## src/rtl/mlee_pkg.sv

```systemverilog
package mlee_pkg;

  localparam int SLOPE_W = 32;
  localparam int ICPT_W = 48;
  localparam int VALUE_W = 64;
  localparam int MA_W = 49;
  localparam int MB_W = 33;
  localparam int PROD_W = 82;

  localparam logic OP_ADD = 1'b0;
  localparam logic OP_QUERY = 1'b1;

  localparam logic [1:0] ST_OK = 2'd0;
  localparam logic [1:0] ST_EMPTY = 2'd1;
  localparam logic [1:0] ST_ORDER = 2'd2;
  localparam logic [1:0] ST_FULL = 2'd3;

  typedef struct packed {
    logic done;
    logic signed [PROD_W-1:0] product;
  } mul_rsp_t;

endpackage

```

## src/rtl/mlee_mul.sv

```systemverilog
module mlee_mul (
  input  logic clk,
  input  logic rst,
  input  logic go,
  input  logic signed [mlee_pkg::MA_W-1:0] a,
  input  logic signed [mlee_pkg::MB_W-1:0] b,
  output mlee_pkg::mul_rsp_t rsp
);
  import mlee_pkg::*;

  typedef enum logic [1:0] {P_IDLE, P_LO, P_HI, P_SUM} phase_t;

  phase_t phase;
  logic done;
  logic signed [MA_W-1:0] ar;
  logic signed [MB_W-1:0] br;
  logic signed [2*MB_W-1:0] p;
  logic signed [PROD_W-1:0] acc;
  logic signed [MB_W-1:0] mx;

  // The wide operand is split into an unsigned low 32 bits and a signed high 17-bit part.
  assign mx = (phase == P_LO) ? $signed({1'b0, ar[31:0]})
                              : $signed({{(MB_W-17){ar[MA_W-1]}}, ar[MA_W-1:32]});

  always_ff @(posedge clk) begin
    if (rst) begin
      phase <= P_IDLE;
      done <= 1'b0;
    end else begin
      done <= 1'b0;
      unique case (phase)
        P_IDLE: begin
          if (go) begin
            ar <= a;
            br <= b;
            phase <= P_LO;
          end
        end
        P_LO: begin
          p <= (2*MB_W)'(mx) * (2*MB_W)'(br);
          phase <= P_HI;
        end
        P_HI: begin
          acc <= PROD_W'(p);
          p <= (2*MB_W)'(mx) * (2*MB_W)'(br);
          phase <= P_SUM;
        end
        P_SUM: begin
          acc <= acc + (PROD_W'(p) <<< 32);
          done <= 1'b1;
          phase <= P_IDLE;
        end
        default: phase <= P_IDLE;
      endcase
    end
  end

  assign rsp.done = done;
  assign rsp.product = acc;

endmodule
```

## config.mk

```make
export PLATFORM = sky130hd
export DESIGN_NAME = mlee_mul
export DESIGN_NICKNAME = d
export VERILOG_FILES = /design/src/rtl/mlee_pkg.sv /design/src/rtl/mlee_mul.sv
export SDC_FILE = /design/constraint.sdc
export NUM_CORES = 2
export LEC_CHECK = 0
export ABC_AREA = 1
export BUFFER_PORTS_ARGS = -buffer_cell sky130_fd_sc_hd__buf_2
export CAP_MARGIN = 0
export CORE_ASPECT_RATIO = 0.75
export CORE_MARGIN = 2
export CORE_UTILIZATION = 50
export CTS_CLUSTER_SIZE = 24
export DETAILED_ROUTE_END_ITERATION = 10
export GPL_TIMING_DRIVEN = 0
export MAX_ROUTING_LAYER = met4
export PLACE_DENSITY = 0.69
export SETUP_SLACK_MARGIN = 0.4
export SYNTH_ARGS = -nofsm -noshare
export SYNTH_HDL_FRONTEND = slang
export SYNTH_SLANG_ARGS = --single-unit
```

## constraint.sdc

```tcl
create_clock -name clk -period 11.13 [get_ports clk]
set_clock_uncertainty 0.05 [all_clocks]
set_input_delay 0.5565 -clock clk [delete_from_list [all_inputs] [get_ports clk]]
set_output_delay 0.5565 -clock clk [all_outputs]
set_load 0.02 [all_outputs]
```

**After elaboration in Yosys (flattened, before gate mapping)**

Cells that the tools add are included.

- Register bits: 233
- Bits of input ports: 85
- Output and inout port bits: 83

- $add $sub $neg: 1
- Multipliers: 1
- Equality and inequality tests: 4
- Mux-type cells: 5
- Bitwise operators: 1
- Reduce and logical (&&, ||, !) cells: 6

Operator list:

| operator | number |
|---|---|
| case mux 82 bit (2 select lines) | 1 |
| adder 82 bit | 1 |
| multiplier 33 x 33 -> 66 bit | 1 |
| two-way mux 33 bit | 1 |
| case mux 2 bit (4 select lines) | 1 |
| equality test 2 bit, second input constant | 2 |
| AND reduction 2 bit | 2 |
| AND reduction 3 bit | 1 |
| equality test 2 x 1 -> 1 bit, second input constant | 1 |
| logical NOT 2 bit | 1 |
| two-way mux 2 bit | 1 |
| != test 2 bit, second input constant | 1 |
| nonzero test 2 bit | 1 |
| OR reduction 2 bit | 1 |
| two-way mux 1 bit | 1 |
| inverter 1 bit | 1 |

**Longest topological paths before layout**

- Word-level depth: 3
- Gate-level depth with buffers: 40
- Gate-level depth less buffers: 38

**Least setup slack after synthesis**

No wires, ideal clock.

- Path type: reg2reg
- Start point: reg phase[1]
- End point: reg p[60], data pin
- Setup time: 252 ps
- Data arrival time: 7805 ps
- Required time: 10828 ps
- Slack: 3023 ps
- Cell stages (with the launch flop): 30
- Path buffers: 2
- Clock period less this slack: 8107 ps
- Cells stage by stage: dfxtp_1 inv_1 ha_1 buf_6 inv_4 nand2_2 clkbuf_1 nor2_1 fa_1 fa_1 fa_1 inv_1 fa_1 inv_1 fa_1 fa_1 fa_1 inv_1 fa_1 inv_1 ha_1 nand2_1 nor2_1 inv_1 nor3_1 inv_1 nor3_1 nand3_1 nand3_1 nand2_1

- Word-level cells in the longest chain between the ends: 3

RTL lines:

| element | RTL line | RTL |
|---|---|---|
| start: declaration | mlee_mul.sv:13 | `phase_t phase;` |
| start signal: assignment | mlee_mul.sv:27 | `phase <= P_IDLE;` |
| start signal: assignment | mlee_mul.sv:36 | `phase <= P_LO;` |
| start signal: assignment | mlee_mul.sv:41 | `phase <= P_HI;` |
| equality test 2 x 1 -> 1 bit | mlee_mul.sv:22, mlee_mul.sv:31 |  |
| two-way mux 33 bit | mlee_mul.sv:22 | `assign mx = (phase == P_LO) ? $signed({1'b0, ar[31:0]})` |
| multiplier 33 x 33 -> 66 bit | mlee_mul.sv:40, mlee_mul.sv:45 |  |
| end signal: assignment | mlee_mul.sv:40 | `p <= (2*MB_W)'(mx) * (2*MB_W)'(br);` |
| end signal: assignment | mlee_mul.sv:45 | `p <= (2*MB_W)'(mx) * (2*MB_W)'(br);` |
| end: declaration | mlee_mul.sv:17 | `logic signed [2*MB_W-1:0] p;` |

Every way passes these cells.
A chain may end at the register's enable or synchronous reset.

**Final worst setup path**

Same ends and word-level chain as after synthesis.

==> flow_metrics.env <==
export IMPL_critPathMaxFanout=10
export IMPL_cpPeakStageDelay_ns=0.90
export IMPL_whs_path_depth=1
export IMPL_required_ns=11.44
export IMPL_crit_type="reg -> reg"
export IMPL_antenna_found_initial=15
export IMPL_overflow=0
export IMPL_synth_net_count=7707
export IMPL_clk_latency_ns=0.66
export IMPL_max_freq_mhz=94.8
export IMPL_grt_first_pass_wirelength_um=319000
export IMPL_setup_viol=0
export IMPL_vias=44221
export IMPL_grt_max_degree=37
export IMPL_rows=102
export IMPL_cp_top_family="adder cells"
export IMPL_core_mm2=0.103
export IMPL_synthMostInstantiatedCell="inv_1"
export IMPL_cts_tree="built"
export IMPL_start_util_pct=50.4
export IMPL_synth_edf_count=230
export IMPL_clock_path_buffers=3
export IMPL_wirelength_um=225000
export IMPL_ys_types=45
export IMPL_rsz0062_at_grt="false"
export IMPL_seq_area_frac_synth_pct=13.4
export IMPL_fp_dieW_um=377
export IMPL_wl_per_cell_um=28.8
export IMPL_ctsHoldBuffers=0
export IMPL_startpoint_type="flop"
export IMPL_via_per_inst=5.67
export IMPL_drv_cap=0
export IMPL_cts_max_level=1
export IMPL_cts_inserted_buffers=29
export IMPL_path_clk_slew_ns=0.07
export IMPL_ant_nets=0
export IMPL_io_pins=168
export IMPL_cts_root_buf="clkbuf_16"
export IMPL_cp_slowest_cell="a21oi_2"
export IMPL_cp_data_arrival_time_ns=10.86
export IMPL_final_nets=7917
export IMPL_relSlewSlack_pct=2.59
export IMPL_first_pass_iters=7
export IMPL_worst_r2r_path_depth=28
export IMPL_period_share_pct=94.8
export IMPL_grt_pass1_vias=44404
export IMPL_postPlaceCellArea_mm2=0.0547
export IMPL_r2r_start="phase[1]"
export IMPL_multi_input_area_mm2=0.0382
export IMPL_cp_common_cell="fa_1"
export IMPL_status="complete, no violations"
export IMPL_numPortBuffers=167
export IMPL_dp_hpwl_um=191000
export IMPL_crit_cells=28
export IMPL_die_y_um=283
export IMPL_drv_slew=0
export IMPL_synth_area_leaders="fa_1 (44%), edfxtp_1 (13%), inv_1 (11%)"
export IMPL_dieArea_mm2=0.107
export IMPL_rr_endpoint="p[60]"
export IMPL_synth_top_area_cell="fa_1"
export IMPL_min_period_ns=10.55
export IMPL_ys_flop_type="edfxtp_1"
export IMPL_synth_top_area_share_pct=44.1
export IMPL_hold_start="a[19]"
export IMPL_fin_area_mm2=0.0558
export IMPL_critPathCaptureType="flop"
export IMPL_max_slew_worst_pin_slew_ns=1.46
export IMPL_fill_cells=9899
export IMPL_rrSetupSlack_ns=0.58
export IMPL_postSynth_asyncResetShare_pct=0
export IMPL_drtIter0Drc=5899
export IMPL_grt_use_total_pct=44.3
export IMPL_final_hold_violation_count=0
export IMPL_route_detailed_drc=0
export IMPL_drive_above_1_share_pct=6.42
export IMPL_synth_cells=6204
export IMPL_avgSynthCellArea_um2=8.39
export IMPL_path_buf_inv=8
export IMPL_hold_end="ar[19]"
export IMPL_seqCellArea_mm2=0.00697
export IMPL_hp_class="in -> reg"
export IMPL_synth_warnings=0
export IMPL_numClockSinks=233
export IMPL_ys_ff_latch=233
export IMPL_synthTopCellsByCount="inv_1 (1577), nand2_1 (1332), fa_1 (1146)"
export IMPL_routabilityCongestion=1.09
export IMPL_syn_area_mm2=0.0520
export IMPL_area_growth_pct=7.20
-- how the worst max path moves through the flow --
stage             start  endpoint
4_1_cts        phase[1]     p[60]
6_report       phase[1]     p[60]
2_1_floorplan  phase[1]     p[60]
3_3_place_gp   phase[1]     p[60]
3_5_place_dp   phase[1]     p[60]
5_1_grt        phase[1]     p[60]
-- logic make-up after synthesis --
| kind of cell | synth area share (%) |
|---|---|
| buffers and inverters | 13.3 |
| XOR/XNOR | 1.01 |
| adder cells (fa/ha/maj) | 50.6 |
| AND/OR/NAND/NOR | 18.8 |
| flip-flops | 13.4 |
| AO/OA/AOI/OAI | 2.87 |
-- layout make-up --
class	instances	share of cell area, %
diodes	15	0.0673
plain buffers	188	1.49
clock buffers	35	1.34
clock inverters	19	0.363
inverters	1622	11.0
multi-input cells	4161	68.4
flip-flops and latches	233	12.5
well taps	1352	3.03
repair buffers	179	1.82
-- layout by cell type, fill, tap and decap left out, types with 10 or more instances in the layout --
cell,Yosys,final
clkbuf_1,124,128
inv_2,22,22
nand2_2,19,19
or2_2,12,12
nand4_1,34,34
inv_4,10,10
ha_1,272,272
inv_1,1577,1577
o21ai_0,61,61
nor3_1,20,18
clkinv_1,13,18
nand2_1,1332,1332
buf_4,13,18
xnor2_1,19,19
xor2_1,41,41
nor2_2,16,16
o21bai_1,20,20
a21oi_1,114,112
nand3_1,143,143
buf_2,42,209
diode_2,0,15
nor2_1,826,823
or2_1,13,13
edfxtp_1,230,230
fa_1,1146,1144
nand3b_1,13,13
clkbuf_16,0,29
-- metal layers --
layer  up-vias  share of wire, %  global-route usage [%]
met5         -                 0                       -
met4         0               4.0                    14.2
met3       450                17                    20.9
met2      3026                37                    54.7
met1     22364                42                    63.1
li1      18381                 -                       -
-- what timing repair did --
action / 4_1_cts / 5_1_grt
pin swaps: 0 / 1
gates cloned: 0 / 0
setup buffers: 0 / 5
resized for setup: 4 / 1
endpoints found under the setup margin: 7 / 1
-- state kept, by name, indices dropped and copies added, names as in the netlist --
| register | flops |
|---|---|
| ar | 49 |
| br | 33 |
| acc | 82 |
| done | 1 |
| p | 66 |
| phase | 2 |
-- per-stage QoR --
step	hold WS [ns]	TNS (ns)	utilization [%]	worst slack, ns	instances
2_1_floorplan	0.445	0	-	3.02	6204
3_3_place_gp	0.452	-0.485	52.9	-0.485	7723
3_5_place_dp	0.456	-0.446	53.0	-0.446	7730
4_1_cts	0.0000213	0	54.0	0.412	7784
5_1_grt	0.0133	0	54.0	0.433	7800
6_report	0.0271	0	54.0	0.580	7804
Power is left out: the tool's default activity adds up to more than one toggle a clock period on the data nets, which glitch-free logic cannot reach.
